File: src/rtl/kor_pkg.sv
package kor_pkg;

    localparam int SLOTS     = 16;
    localparam int PTR_W     = $clog2(SLOTS);
    localparam int ZONE_W    = 6;
    localparam int PAYLOAD_W = 32;
    localparam int REC_W     = ZONE_W + PAYLOAD_W;
    localparam int MODE_W    = 3;
    localparam int STATUS_W  = 2;

    typedef enum logic [MODE_W-1:0] {
        MODE_APPEND   = 3'd0,
        MODE_UPDATE   = 3'd1,
        MODE_DELETE   = 3'd2,
        MODE_READ_ALL = 3'd3,
        MODE_CLEAR    = 3'd4
    } mode_t;

    typedef enum logic [STATUS_W-1:0] {
        STAT_OK        = 2'd0,
        STAT_NOT_FOUND = 2'd1,
        STAT_EMPTY     = 2'd2
    } status_t;

    typedef enum logic [2:0] {
        S_IDLE,
        S_FETCH_UPD,
        S_WALK_UPD,
        S_FETCH_RD,
        S_WALK_RD
    } state_t;

    // Commands from the controller to the datapath.
    typedef struct packed {
        logic    append;
        logic    drop;
        logic    clear;
        logic    load;
        logic    step;
        logic    upd_write;
        logic    emit;
        logic    emit_rec;
        logic    emit_last;
        status_t emit_status;
    } kor_cmd_t;

    // Status from the datapath to the controller.
    typedef struct packed {
        logic empty;
        logic match;
        logic at_end;
    } kor_stat_t;

    function automatic logic [PTR_W-1:0] ring_next(input logic [PTR_W-1:0] p);
        ring_next = (p == PTR_W'(SLOTS - 1)) ? '0 : p + PTR_W'(1);
    endfunction

endpackage

File: src/rtl/keyed_overwrite_ring_log.sv
// Channel  | Signals                                          | Handshake
// ---------+--------------------------------------------------+---------------------------
// command  | start, busy, mode, zone, payload                 | taken when start && !busy
// result   | strobe, out_zone, out_payload, entry_valid,      | one item per strobe cycle,
//          | last, status                                     | no back-pressure
//
// Append, delete, clear, unused modes and every command on an empty log finish in
// the accept cycle; the single result appears in the next cycle and busy stays low.
// Update and read-all walk the record store through its one registered read port,
// one stored record per cycle after a fetch state.
// Reset (rst_n low, asynchronous) empties the log; the store itself is not cleared.
// The receiver cannot stall, so a result is always delivered in the cycle it appears.
module keyed_overwrite_ring_log
    import kor_pkg::*;
(
    input  logic                 clk,
    input  logic                 rst_n,
    input  logic                 start,
    output logic                 busy,
    input  logic [MODE_W-1:0]    mode,
    input  logic [ZONE_W-1:0]    zone,
    input  logic [PAYLOAD_W-1:0] payload,
    output logic                 strobe,
    output logic [ZONE_W-1:0]    out_zone,
    output logic [PAYLOAD_W-1:0] out_payload,
    output logic                 entry_valid,
    output logic                 last,
    output logic [STATUS_W-1:0]  status
);

    kor_cmd_t  cmd;
    kor_stat_t stat;

    // The controller sequences each item; the datapath holds the ring
    // pointers, the record store and the result registers.
    kor_ctrl u_ctrl (
        .clk   (clk),
        .rst_n (rst_n),
        .start (start),
        .mode  (mode),
        .stat  (stat),
        .cmd   (cmd),
        .busy  (busy)
    );

    kor_datapath u_datapath (
        .clk         (clk),
        .rst_n       (rst_n),
        .cmd         (cmd),
        .stat        (stat),
        .zone        (zone),
        .payload     (payload),
        .strobe      (strobe),
        .out_zone    (out_zone),
        .out_payload (out_payload),
        .entry_valid (entry_valid),
        .last        (last),
        .status      (status)
    );

endmodule

File: src/rtl/kor_ram.sv
module kor_ram #(
    parameter int WIDTH  = 8,
    parameter int DEPTH  = 16,
    parameter int ADDR_W = $clog2(DEPTH)
) (
    input  logic              clk,
    input  logic              we,
    input  logic [ADDR_W-1:0] waddr,
    input  logic [WIDTH-1:0]  wdata,
    input  logic [ADDR_W-1:0] raddr,
    output logic [WIDTH-1:0]  rdata
);

    logic [WIDTH-1:0] mem [DEPTH];
    logic [WIDTH-1:0] rdata_reg;

    always_ff @(posedge clk)
    begin
        if (we)
        begin
            mem[waddr] <= wdata;
        end
        rdata_reg <= mem[raddr];
    end

    assign rdata = rdata_reg;

endmodule

File: src/rtl/kor_datapath.sv
module kor_datapath
    import kor_pkg::*;
(
    input  logic                 clk,
    input  logic                 rst_n,
    input  kor_cmd_t             cmd,
    output kor_stat_t            stat,
    input  logic [ZONE_W-1:0]    zone,
    input  logic [PAYLOAD_W-1:0] payload,
    output logic                 strobe,
    output logic [ZONE_W-1:0]    out_zone,
    output logic [PAYLOAD_W-1:0] out_payload,
    output logic                 entry_valid,
    output logic                 last,
    output logic [STATUS_W-1:0]  status
);

    logic [PTR_W-1:0]     oldest_reg, oldest_next;
    logic [PTR_W-1:0]     tail_reg, tail_next;
    logic [PTR_W-1:0]     scan_reg, scan_next;
    logic [PTR_W-1:0]     rd_reg, rd_next;
    logic [ZONE_W-1:0]    key_zone_reg;
    logic [PAYLOAD_W-1:0] key_payload_reg;
    logic                 strobe_reg;
    logic [ZONE_W-1:0]    out_zone_reg;
    logic [PAYLOAD_W-1:0] out_payload_reg;
    logic                 entry_valid_reg;
    logic                 last_reg;
    logic [STATUS_W-1:0]  status_reg;

    logic                 ram_we;
    logic [PTR_W-1:0]     ram_waddr;
    logic [REC_W-1:0]     ram_wdata;
    logic [REC_W-1:0]     ram_rdata;
    logic [PTR_W-1:0]     tail_adv;

    kor_ram #(
        .WIDTH (REC_W),
        .DEPTH (SLOTS)
    ) u_store (
        .clk   (clk),
        .we    (ram_we),
        .waddr (ram_waddr),
        .wdata (ram_wdata),
        .raddr (scan_reg),
        .rdata (ram_rdata)
    );

    assign ram_we    = cmd.append | cmd.upd_write;
    assign ram_waddr = cmd.append ? tail_reg : rd_reg;
    assign ram_wdata = cmd.append ? {zone, payload} : {key_zone_reg, key_payload_reg};

    assign stat.empty  = (oldest_reg == tail_reg);
    assign stat.match  = (ram_rdata[REC_W-1 -: ZONE_W] == key_zone_reg);
    assign stat.at_end = (ring_next(rd_reg) == tail_reg);

    assign tail_adv = ring_next(tail_reg);

    always_comb
    begin
        oldest_next = oldest_reg;
        tail_next   = tail_reg;
        scan_next   = scan_reg;
        rd_next     = rd_reg;
        if (cmd.append)
        begin
            tail_next = tail_adv;
            if (tail_adv == oldest_reg)
            begin
                oldest_next = ring_next(oldest_reg);
            end
        end
        if (cmd.drop)
        begin
            oldest_next = ring_next(oldest_reg);
        end
        if (cmd.clear)
        begin
            oldest_next = tail_reg;
        end
        if (cmd.load)
        begin
            scan_next = oldest_reg;
        end
        if (cmd.step)
        begin
            scan_next = ring_next(scan_reg);
            rd_next   = scan_reg;
        end
    end

    always_ff @(posedge clk or negedge rst_n)
    begin
        if (!rst_n)
        begin
            oldest_reg <= '0;
            tail_reg   <= '0;
            scan_reg   <= '0;
            rd_reg     <= '0;
            strobe_reg <= 1'b0;
        end
        else
        begin
            oldest_reg <= oldest_next;
            tail_reg   <= tail_next;
            scan_reg   <= scan_next;
            rd_reg     <= rd_next;
            strobe_reg <= cmd.emit;
        end
    end

    always_ff @(posedge clk)
    begin
        if (cmd.load)
        begin
            key_zone_reg    <= zone;
            key_payload_reg <= payload;
        end
        if (cmd.emit)
        begin
            out_zone_reg    <= cmd.emit_rec ? ram_rdata[REC_W-1 -: ZONE_W] : '0;
            out_payload_reg <= cmd.emit_rec ? ram_rdata[PAYLOAD_W-1:0] : '0;
            entry_valid_reg <= cmd.emit_rec;
            last_reg        <= cmd.emit_last;
            status_reg      <= cmd.emit_status;
        end
    end

    assign strobe      = strobe_reg;
    assign out_zone    = out_zone_reg;
    assign out_payload = out_payload_reg;
    assign entry_valid = entry_valid_reg;
    assign last        = last_reg;
    assign status      = status_reg;

`ifndef NO_ASSERTIONS
    a_append_fills: assert property (@(posedge clk) disable iff (!rst_n)
        cmd.append |=> !stat.empty)
        else $error("log empty right after an append");

    a_clear_empties: assert property (@(posedge clk) disable iff (!rst_n)
        cmd.clear |=> stat.empty)
        else $error("log not empty right after a clear");

    a_drop_advances: assert property (@(posedge clk) disable iff (!rst_n)
        cmd.drop |=> oldest_reg == ring_next($past(oldest_reg)))
        else $error("delete did not advance the oldest pointer by one");

    a_record_ok: assert property (@(posedge clk) disable iff (!rst_n)
        strobe_reg && entry_valid_reg |-> status_reg == STAT_OK)
        else $error("emitted record carries a non-zero status");
`endif

endmodule

File: src/rtl/kor_ctrl.sv
module kor_ctrl
    import kor_pkg::*;
(
    input  logic              clk,
    input  logic              rst_n,
    input  logic              start,
    input  logic [MODE_W-1:0] mode,
    input  kor_stat_t         stat,
    output kor_cmd_t          cmd,
    output logic              busy
);

    state_t state_reg, state_next;

    always_ff @(posedge clk or negedge rst_n)
    begin
        if (!rst_n)
        begin
            state_reg <= S_IDLE;
        end
        else
        begin
            state_reg <= state_next;
        end
    end

    always_comb
    begin
        state_next      = state_reg;
        cmd             = '0;
        cmd.emit_status = STAT_OK;
        case (state_reg)
            S_IDLE:
            begin
                if (start)
                begin
                    cmd.emit      = 1'b1;
                    cmd.emit_last = 1'b1;
                    case (mode_t'(mode))
                        MODE_APPEND:
                        begin
                            cmd.append = 1'b1;
                        end
                        MODE_UPDATE:
                        begin
                            if (stat.empty)
                            begin
                                cmd.emit_status = STAT_EMPTY;
                            end
                            else
                            begin
                                cmd.emit   = 1'b0;
                                cmd.load   = 1'b1;
                                state_next = S_FETCH_UPD;
                            end
                        end
                        MODE_DELETE:
                        begin
                            if (stat.empty)
                            begin
                                cmd.emit_status = STAT_EMPTY;
                            end
                            else
                            begin
                                cmd.drop = 1'b1;
                            end
                        end
                        MODE_READ_ALL:
                        begin
                            if (stat.empty)
                            begin
                                cmd.emit_status = STAT_EMPTY;
                            end
                            else
                            begin
                                cmd.emit   = 1'b0;
                                cmd.load   = 1'b1;
                                state_next = S_FETCH_RD;
                            end
                        end
                        MODE_CLEAR:
                        begin
                            cmd.clear = 1'b1;
                        end
                        default:
                        begin
                        end
                    endcase
                end
            end
            S_FETCH_UPD:
            begin
                cmd.step   = 1'b1;
                state_next = S_WALK_UPD;
            end
            S_WALK_UPD:
            begin
                if (stat.match)
                begin
                    cmd.upd_write = 1'b1;
                    cmd.emit      = 1'b1;
                    cmd.emit_last = 1'b1;
                    state_next    = S_IDLE;
                end
                else if (stat.at_end)
                begin
                    cmd.emit        = 1'b1;
                    cmd.emit_last   = 1'b1;
                    cmd.emit_status = STAT_NOT_FOUND;
                    state_next      = S_IDLE;
                end
                else
                begin
                    cmd.step = 1'b1;
                end
            end
            S_FETCH_RD:
            begin
                cmd.step   = 1'b1;
                state_next = S_WALK_RD;
            end
            S_WALK_RD:
            begin
                cmd.emit      = 1'b1;
                cmd.emit_rec  = 1'b1;
                cmd.emit_last = stat.at_end;
                if (stat.at_end)
                begin
                    state_next = S_IDLE;
                end
                else
                begin
                    cmd.step = 1'b1;
                end
            end
            default:
            begin
                state_next = S_IDLE;
            end
        endcase
    end

    assign busy = (state_reg != S_IDLE);

`ifndef NO_ASSERTIONS
    a_walk_after_fetch: assert property (@(posedge clk) disable iff (!rst_n)
        (state_reg == S_FETCH_RD) |=> (state_reg == S_WALK_RD))
        else $error("read walk did not follow its first fetch");

    a_no_write_on_read: assert property (@(posedge clk) disable iff (!rst_n)
        (state_reg == S_WALK_RD) |-> !cmd.upd_write && !cmd.append)
        else $error("log written during a read-all walk");

    a_last_ends_walk: assert property (@(posedge clk) disable iff (!rst_n)
        cmd.emit && cmd.emit_last |=> !busy)
        else $error("block still busy after the final result of an item");
`endif

endmodule
File: config.mk
export PLATFORM = sky130hd
export DESIGN_NAME = keyed_overwrite_ring_log
export DESIGN_NICKNAME = d
export VERILOG_FILES = /design/src/rtl/kor_pkg.sv /design/src/rtl/keyed_overwrite_ring_log.sv /design/src/rtl/kor_ram.sv /design/src/rtl/kor_datapath.sv /design/src/rtl/kor_ctrl.sv
export SDC_FILE = /design/constraint.sdc
export NUM_CORES = 1
export LEC_CHECK = 0
export ABC_CLOCK_PERIOD_IN_PS = 5000
export BUFFER_PORTS_ARGS = -buffer_cell sky130_fd_sc_hd__buf_2
export CORE_MARGIN = 2
export CORE_UTILIZATION = 30
export DETAILED_ROUTE_END_ITERATION = 8
export GPL_TIMING_DRIVEN = 0
export PLACE_DENSITY = 0.44
export SYNTH_ARGS = -nofsm -noshare
export SYNTH_HDL_FRONTEND = slang
export SYNTH_SLANG_ARGS = --single-unit
File: constraint.sdc
create_clock -name clk -period 5 [get_ports clk]
set_clock_uncertainty 0.1 [all_clocks]
set_input_delay 0.75 -clock clk [delete_from_list [all_inputs] [get_ports clk]]
set_output_delay 0.75 -clock clk [all_outputs]
set_load 0.03 [all_outputs]
# ---- Yosys cells after proc, flatten, opt, wreduce, memory -nomap -nowiden
# Memory sizes are Yosys's and may differ from the RTL's. A register that Yosys moved wholly into a read port is not among the register bits.
# Index checks and enable logic that the tools add are counted.
# W data, S select, Z words.
dict set report classes {
  n_addsub 4
  n_eq_ne 20
  muxes 48
  bitwise 1
  n_reduce_logical 11
}
# cell n
set op_table {}
lappend op_table {{$mux W4} 13}
lappend op_table {{$mux W38} 1}
lappend op_table {{$mux W3} 7}
lappend op_table {{$mux W1} 18}
lappend op_table {{$add A4 B1 Y4 const B} 4}
lappend op_table {{$eq A4 B4 Y1 const B} 4}
lappend op_table {{$pmux W3 S5} 1}
lappend op_table {{$eq A3 B2 Y1 const B} 4}
lappend op_table {{$eq A4 B4 Y1} 3}
lappend op_table {{$ne A3 B3 Y1 const B} 3}
lappend op_table {{$pmux W1 S3} 3}
lappend op_table {{$reduce_bool A3 Y1} 3}
lappend op_table {{$eq A3 B1 Y1 const B} 2}
lappend op_table {{$eq A3 B3 Y1 const B} 2}
lappend op_table {{$eq A6 B6 Y1} 1}
lappend op_table {{$logic_not A3 Y1} 2}
lappend op_table {{$mux W2} 3}
lappend op_table {{$pmux W3 S2} 1}
lappend op_table {{$pmux W2 S2} 1}
lappend op_table {{$reduce_and A4 Y1} 1}
lappend op_table {{$reduce_or A2 Y1} 2}
lappend op_table {{$reduce_or A3 Y1} 1}
lappend op_table {{$ne A2 B2 Y1 const B} 1}
lappend op_table {{$reduce_and A2 Y1} 1}
lappend op_table {{2 further kinds} 2}
dict set report word_totals {
  reg_bits 100
  ramBits 608
  input_bits 44
  out_inout_bits 44
  word_cells 98
  mem_count 1
}
# memory depth word_bits rd rd_clocked_by_memory_dff write_ports line_no
set mem_list {}
lappend mem_list {u_datapath.u_store.mem 16 38 1 1 1 kor_ram.sv:14} ;# logic [WIDTH-1:0] mem [DEPTH];

# ---- Longest topological paths before layout
# Gate-level depths: netlist of run 1.
dict set report logic_depth {
  word_depth 8
  ltp_mapped 9
  depth_no_buf 7
}

# ---- Modules after synthesis
# From an unflattened synthesis of run 1, not the netlist that was laid out.
dict set report unflattened {
  hier_cells 1322
  hier_area_um2 28220.8
}
# mod instances cells_each area_each_um2
set modules_own_cells {}
lappend modules_own_cells {kor_ram 1 989 23570.1}
lappend modules_own_cells {kor_datapath 1 293 4330.4}
lappend modules_own_cells {kor_ctrl 1 40 320.3}

# ---- Least setup slack after synthesis of run 1
# No wires, ideal clock.
dict set report synth_timing {
  kind {in2reg}
  startpoint {input start}
  endpoint {memory u_datapath.u_store.mem[1][0] (netlist name) (enable)}
  setup_time_ns 0.433
  arrival_ns 3.604
  path_slack_ns 0.863
  stages 8
  path_cell_list {or4b_4 > buf_6 > nor2_1 > nand2_1 > clkbuf_1 > nor3b_1 > a31oi_1 > nor2_1}
}
dict set report synth_between {
  elab_chain_cells 5
}
# item line_no
set synth_lines {}
lappend synth_lines {{from (decl)} keyed_overwrite_ring_log.sv:18} ;# input logic start,
lappend synth_lines {{$mux W4 (*)} kor_ctrl.sv:35} ;# if (start)
lappend synth_lines {{$mux W4 (*)} kor_ctrl.sv:32} ;# case (state_reg)
lappend synth_lines {{$or A1 B1 Y1} kor_datapath.sv:49} ;# assign ram_we = cmd.append | cmd.upd_write;
lappend synth_lines {{$mux W1} kor_ram.sv:19} ;# if (we)
lappend synth_lines {{$mux W1 (not written as such)} kor_ram.sv:21} ;# mem[waddr] <= wdata;
lappend synth_lines {{to (decl)} kor_ram.sv:14}
# Mark *: on every way between the ends. The rest lies on a longest branch, timed or not.

# ---- Final worst setup path of run 1
dict set report layout_timing {
  startpoint {register u_ctrl.state_reg[0]}
  endpoint {memory u_datapath.u_store.mem[3][22] (netlist name) (enable)}
}
dict set report layout_between {
  elab_chain_cells 5
}
# item line_no
set layout_lines {}
lappend layout_lines {{from (decl)} kor_ctrl.sv:13} ;# state_t state_reg, state_next;
lappend layout_lines {{from (signal assigned)} kor_ctrl.sv:23} ;# state_reg <= state_next;
lappend layout_lines {{$eq A3 B2 Y1 / $logic_not A3 Y1 (equally long branches)} kor_ctrl.sv:32}
lappend layout_lines {{$mux W1 / $mux W4 (equally long branches)} kor_ctrl.sv:32}
lappend layout_lines {{$or A1 B1 Y1} kor_datapath.sv:49}
lappend layout_lines {{$mux W1} kor_ram.sv:19}
lappend layout_lines {{$mux W1 (not written as such)} kor_ram.sv:21}
# Parallel ways exist; a longest one is shown, timed or not.

==> results of run 1 <==
layout make-up:
class / count / area [um^2] / area share, %
Inverter: 9 / 33.8 / 0.0994
Clock inverter: 35 / 380 / 1.12
Clock buffer: 116 / 2370 / 6.96
Multi-Input combinational cell: 500 / 6130 / 18.0
Sequential cell: 746 / 21900 / 64.5
Tap cell: 1254 / 1570 / 4.62
Antenna cell: 1 / 2.50 / 0.00736
Timing Repair Buffer: 126 / 1280 / 3.78
Buffer: 69 / 295 / 0.869
Yosys cell counts, drive strengths merged (2+ instances only):
cell    number  area, um^2
xor2         8        70.1
nor3         2        10.0
o32ai        2        25.0
nor4         3        33.8
a31oi        9        56.3
or3          2        12.5
or4b         2        27.5
o21ai       13        65.1
a32oi        2        17.5
buf         22         115
a21oi        7        35.0
and2b        2        15.0
a221o        3        30.0
dfrtp       20         500
ha           4        50.1
clkbuf      47         176
inv          9        33.8
and2        44         275
nand2      130         488
xnor2       10        87.6
nand3        7        35.0
mux4       190        4280
edfxtp     688       20700
nand4        4        25.0
nor2        27         101
dfxtp       38         761
mux2         8        97.6
nand2b       2        12.5
nor3b        4        30.0
routing by layer:
metal,share of wire [%],global-route usage (%),up-vias
li1,-,-,5833
met1,44,20.3,7270
met2,50,26.3,335
met3,4.2,2.52,79
met4,1.5,3.83,2
met5,0.015,0,-
report_power, final:
group / switching (uW) / internal, uW
registers: 172 / 7480
logic: 2710 / 1960
clock network: 2440 / 3710
total: 5320 / 13200
worst max path at each step:
stage	from	endpoint	depth (start not counted)
3_3_place_gp	start	u_datapath.u_store.mem[11][12]$_DFFE_PP_	8
2_1_floorplan	start	u_datapath.u_store.mem[1][0]$_DFFE_PP_	8
5_1_grt	u_ctrl.state_reg[1]$_DFFE_PN0P_	u_datapath.u_store.mem[3][22]$_DFFE_PP_	9
6_report	u_ctrl.state_reg[0]$_DFFE_PN0P_	u_datapath.u_store.mem[3][22]$_DFFE_PP_	10
3_5_place_dp	start	u_datapath.u_store.mem[3][19]$_DFFE_PP_	10
4_1_cts	u_ctrl.state_reg[0]$_DFFE_PN0P_	u_datapath.u_store.mem[3][30]$_DFFE_PP_	10
per-stage QoR:
step | setup TNS, ns | total power (uW) | setup WS (ns) | cells | instance area (um^2)
3_3_place_gp | -1392.28 | 12500 | -2.45 | 2665 | 30300
2_1_floorplan | 0 | 10900 | 0.863 | 1324 | 28300
3_5_place_dp | 0 | 12600 | 0.621 | 2703 | 31200
6_report | 0 | 18500 | 1.13 | 2856 | 34000
5_1_grt | 0 | 19300 | 0.970 | 2855 | 34000
4_1_cts | 0 | 18800 | 1.10 | 2855 | 34000
cell families (layout without fill, tap and decap cells):
group	after synthesis	after routing	synth area share [%]
buf+inv	78	355	1.15
fa+ha+maj	4	4	0.177
compound gates	44	44	1.04
simple gates	235	235	3.93
other cells	0	1	0
xor+xnor	19	19	0.638
flops	746	746	77.6
mux	198	198	15.5
placed cells by master (no fill, tap or decap), types with 5 or more instances in the layout:
cell | synthesis | layout
a21oi_1 | 7 | 7
a31oi_1 | 9 | 9
and2_1 | 44 | 44
buf_1 | 11 | 11
buf_12 | 0 | 12
buf_16 | 0 | 20
buf_2 | 8 | 95
buf_4 | 0 | 5
bufinv_16 | 0 | 8
clkbuf_1 | 47 | 67
clkbuf_16 | 0 | 87
clkbuf_8 | 0 | 8
clkinv_1 | 0 | 6
clkinv_2 | 0 | 17
dfrtp_1 | 20 | 20
dfxtp_1 | 38 | 38
edfxtp_1 | 688 | 688
inv_1 | 9 | 9
mux2_2 | 6 | 6
mux4_2 | 190 | 190
nand2_1 | 130 | 130
nand3_1 | 7 | 7
nor2_1 | 27 | 11
nor2_4 | 0 | 16
o21ai_0 | 13 | 13
xnor2_1 | 10 | 10
xor2_1 | 8 | 8
timing repair:
item | in CTS | in global routing
hold buffers | 1 | 0
hold endpoints to repair | 9 | 0
buffers inserted | 0 | 0
==> results.json, run 1 <==
{
  "outcome": "complete, no violations",
  "worstSkewPairLatency_ns": 0.61,
  "ff2ff_setup_slack_ns": 1.13,
  "slowest_stage": "clkbuf_1",
  "critPathKind": "register to register",
  "max_freq_mhz": 258,
  "grt_pass1_vias": 14400,
  "place.gp.congestion": 0.750,
  "postRouteAntennaNets": 0,
  "crit_chain": "buf_6 -> or4b_4 -> buf_6 -> nor2_1 -> nand2_1 -> clkbuf_1 -> a21oi_1 -> nor2_4 -> buf_12 -> buf_16",
  "mappedNetlistArea_um2": 28300,
  "crit_path_max_incr_delay_ns": 0.88,
  "synth_nets": 1372,
  "coreArea_um2": 93300,
  "leakagePower_uw": 0.0110,
  "tightestPinTransition_ns": 1.29,
  "vias_per_cell": 4.73,
  "clk_pin_slew_ns": 0.06,
  "fin_crit_sh_pct": 77.5,
  "path_common_cell": "buf_6",
  "r2r-start": "u_ctrl.state_reg[0]$_DFFE_PN0P_",
  "portBuffers": 87,
  "setup-violations-final": 0,
  "cts_max_level": 3,
  "synth_cell_types": 49,
  "crit_path_max_fanout": 16,
  "ys_ff_latch": 746,
  "wl_mm": 74.4,
  "async_flop_share_pct": 2.68,
  "endpoint_kind": "register",
  "die_area_um2": 96700,
  "final_core_util_pct": 36.4,
  "yosysWarnings": 0,
  "initial_core_util_pct": 30.3,
  "grtUsageTotal_pct": 15.3,
  "reg2reg_to": "u_datapath.u_store.mem[3][22]$_DFFE_PP_",
  "cts_tree": "yes",
  "powerDensity_nw_per_um2": 544,
  "synth-edff-count": 688,
  "final_nets": 1582,
  "die_h_um": 311,
  "critical_path.top_delay_family": "buffers and inverters",
  "die_w_um": 311,
  "ctsRootBufferMaster": "clkbuf_16",
  "grt_max_degree": 45,
  "grt_pass1_wl_mm": 106,
  "wl_per_cell_um": 26.0,
  "nFillCells": 8688,
  "worstPathRequired_ns": 5.22,
  "whs_path_depth": 1,
  "peakVddDrop_v": 0.000222,
  "hp-class": "input port to register",
  "hold_viol_final": 0,
  "synthFlopType": "edfxtp_1",
  "worst-path-buf-inv": 5,
  "areaGrowthSynthToFinish_pct": 20.3,
  "postCtsResizedCells": 0,
  "min_to": "u_datapath.key_payload_reg[27]$_DFFE_PP_",
  "rows": 112,
  "final_layout_size_suffix_gt1_share_pct": 30.0,
  "syn_avg_cell_area_um2": 21.3,
  "dr.pass1.iters": 5,
  "cp.arrival_ns": 4.09,
  "largest_reg_flops": 608,
  "drc_errors": 0,
  "clock_path_buffers": 3,
  "dp_hpwl_mm": 47.5,
  "drt_iter0_markers": 1045,
  "slew_violations": 0,
  "maxSlewHeadroom_pct": 14.0,
  "antenna_found_initial": 4,
  "io_pins": 88,
  "overflow": 0,
  "cts_sinks": 746,
  "rsz0062_at_grt": "false",
  "fin_hold_ws_ns": 0.228,
  "cts_made_buffers": 82,
  "period_minus_slack_ns": 3.87,
  "yosysSeqAreaShare_pct": 77.6,
  "hp-start": "payload[27]",
  "startpoint_type": "register",
  "vias": 13500,
  "netlist_instances": 1324,
  "r2r_cells": 10,
  "cap_viol_max_count": 0
}
No activity file was read; power rests on OpenSTA's default activity.
==> run 2, diff against run 1 <==
--- a/config.mk
+++ b/config.mk
@@ -5,7 +5,7 @@
 export SDC_FILE = /design/constraint.sdc
 export NUM_CORES = 1
 export LEC_CHECK = 0
-export ABC_CLOCK_PERIOD_IN_PS = 5000
+export ABC_CLOCK_PERIOD_IN_PS = 3800
 export BUFFER_PORTS_ARGS = -buffer_cell sky130_fd_sc_hd__buf_2
 export CORE_MARGIN = 2
 export CORE_UTILIZATION = 30
==> constraint.sdc (replaced) <==
create_clock -name clk -period 3.8 [get_ports clk]
set_clock_uncertainty 0.1 [all_clocks]
set_input_delay 0.57 -clock clk [delete_from_list [all_inputs] [get_ports clk]]
set_output_delay 0.57 -clock clk [all_outputs]
set_load 0.03 [all_outputs]
==> run 2 against run 1 <==
  * Cell area barely moved
  * Routed wire length fell by 0.53%
  * Sequential power rose by 32%
  * Clock power rose by 30%
  * Sequential cell count did not move
  * Hold slack got worse by 0.19 ns
  * Core utilization barely moved
  * Via count rose by 0.50%
  * Final cell count rose by 0.42%
==> results.json, run 2 (synthesized netlist as in run 1, its figures left out) <==
{
  "outcome": "complete, no violations",
  "dr.pass1.iters": 5,
  "hold_viol_final": 0,
  "clk_pin_slew_ns": 0.06,
  "grt_max_degree": 45,
  "cts_sinks": 746,
  "tightestPinTransition_ns": 1.26,
  "grt_pass1_wl_mm": 105,
  "hp-class": "input port to register",
  "final_layout_size_suffix_gt1_share_pct": 29.4,
  "rows": 112,
  "crit_path_max_fanout": 16,
  "wl_per_cell_um": 25.8,
  "cts_max_level": 3,
  "reg2reg_to": "u_datapath.u_store.mem[0][15]$_DFFE_PP_",
  "met3_usage_pct": 2.39,
  "drt_iter0_markers": 1027,
  "stdcell_count": 2868,
  "die_w_um": 311,
  "p_int_uw": 17200,
  "final_nets": 1592,
  "fin_area_um2": 34000,
  "rsz0062_at_grt": "false",
  "crit_path_max_incr_delay_ns": 0.63,
  "maxSlewHeadroom_pct": 16.1,
  "largest_reg_flops": 608,
  "worstPathRequired_ns": 4.00,
  "vias": 13600,
  "slew_violations": 0,
  "r2r_cells": 11,
  "postRouteAntennaNets": 0,
  "leakagePower_uw": 0.0109,
  "period_minus_slack_ns": 3.61,
  "worst-path-buf-inv": 5,
  "layout_commonest_cell": "edfxtp_1",
  "power_frac_seq_pct": 41.6,
  "busiest_layer": "met2",
  "p_switching_uw": 7040,
  "clock_path_buffers": 3,
  "fin_crit_sh_pct": 94.9,
  "cp.arrival_ns": 3.81,
  "cp-startpoint": "u_ctrl.state_reg[0]$_DFFE_PN0P_",
  "critical_path.top_delay_family": "simple AND/OR/NAND/NOR gates",
  "io_pins": 88,
  "wl_mm": 74.0,
  "crit_chain": "buf_6 -> or4b_4 -> buf_6 -> nor2_1 -> nand2_1 -> clkbuf_1 -> nor2_1 -> a32oi_1 -> nor2_4 -> buf_16 -> buf_12",
  "path_depth": 11,
  "startpoint_type": "register",
  "use_met1_pct": 20.8,
  "power_frac_comb_pct": 25.4,
  "antenna_found_initial": 3,
  "dp_hpwl_mm": 46.3,
  "r2r-start": "u_ctrl.state_reg[0]$_DFFE_PN0P_",
  "peakVddDrop_v": 0.000360,
  "coreArea_um2": 93300,
  "place.gp.congestion": 0.724,
  "slowest_stage": "nor2_4",
  "areaGrowthSynthToFinish_pct": 20.2,
  "place_inst": 2703,
  "grt_pass1_vias": 14400,
  "gr-usage-met2_pct": 25.4,
  "ctsRootBufferMaster": "clkbuf_16",
  "max_freq_mhz": 277,
  "initial_core_util_pct": 30.3,
  "die_h_um": 311,
  "cts_tree": "yes",
  "endpoint_kind": "register",
  "setup.worst_path.end": "u_datapath.u_store.mem[0][15]$_DFFE_PP_",
  "most-common-layout-cells": "688 x edfxtp_1, 190 x mux4_2, 130 x nand2_1, 95 x buf_2, 87 x clkbuf_16",
  "portBuffers": 87,
  "grtUsageTotal_pct": 15.3,
  "vias_per_cell": 4.74,
  "powerDensity_nw_per_um2": 713,
  "worstSkewPairLatency_ns": 0.63,
  "critPathKind": "register to register",
  "nFillCells": 8717,
  "clkPwrFrac_pct": 32.9,
  "p_sw_share_pct": 29.1,
  "setup-violations-final": 0,
  "ff2ff_setup_slack_ns": 0.19,
  "drc_errors": 0,
  "placed_area_um2": 31200,
  "die_area_um2": 96700,
  "overflow": 0,
  "cts_made_buffers": 84,
  "cap_viol_max_count": 0
}
run 2: layer usage:
layer,vias up,wire [um],part of all wire (%)
li1,5853,-,-
met1,7302,32700,44
met2,341,36500,49
met3,90,3370,4.6
met4,0,1390,1.9
met5,-,0,0
run 2: layout make-up:
class / count / area, um^2 / share of cell area, %
sequential: 746 / 21900 / 64.5
multi-input combinational: 500 / 6140 / 18.1
clock buffer: 114 / 2310 / 6.80
tap: 1254 / 1570 / 4.62
timing repair buffer: 134 / 1300 / 3.82
clock inverter: 41 / 400 / 1.18
buffer: 69 / 295 / 0.869
inverter: 9 / 33.8 / 0.0995
antenna: 1 / 2.50 / 0.00737
run 2: through the flow:
step / setup slack, ns / hold WS, ns / TNS [ns] / util, % / power (uW)
2_1_floorplan: -0.157 / 0.174 / -23.02 / - / 14400
6_report: 0.194 / 0.0424 / 0 / 36.4 / 24200
3_5_place_dp: -0.369 / 0.387 / -20.51 / 33.4 / 16600
4_1_cts: 0.115 / 0.00108 / 0 / 36.4 / 24700
3_3_place_gp: -3.57 / 0.393 / -1351.51 / 32.5 / 16300
5_1_grt: 0.0132 / 0.0183 / 0 / 36.4 / 25300
run 2: how the worst min path moves through the flow:
stage	from	endpoint	slack (ns)	depth (start not counted)
final	payload[24]	u_datapath.key_payload_reg[24]$_DFFE_PP_	0.04	1
after global routing	payload[13]	u_datapath.key_payload_reg[13]$_DFFE_PP_	0.02	1
after CTS	payload[13]	u_datapath.key_payload_reg[13]$_DFFE_PP_	0.001	1
after detailed placement	u_datapath.u_store.rdata[3]$_DFF_P_	u_datapath.out_payload[3]$_SDFFCE_PN0P_	0.39	1
after global placement	u_datapath.u_store.rdata[9]$_DFF_P_	u_datapath.out_payload[9]$_SDFFCE_PN0P_	0.39	1
after floorplan	rst_n	u_ctrl.state_reg[0]$_DFFE_PN0P_	0.17	0
run 2: repair_timing:
| item | 4_1_cts | 5_1_grt |
|---|---|---|
| gates resized for setup | 2 | 0 |
| hold buffers | 8 | 0 |
| buffers inserted | 0 | 1 |
| setup endpoints to repair | 27 | 7 |
| endpoints found under the hold margin | 27 | 0 |
| pin swaps | 0 | 1 |
run 2: power by group through the flow:
stage | Combinational, uW | Clock, uW | Sequential [uW]
after floorplan | 3760 | 0 | 10600
after global placement | 6050 | 0 | 10300
after detailed placement | 6340 | 0 | 10300
after CTS | 6360 | 8220 | 10100
after global routing | 6660 | 8520 | 10100
final | 6160 | 7980 | 10100
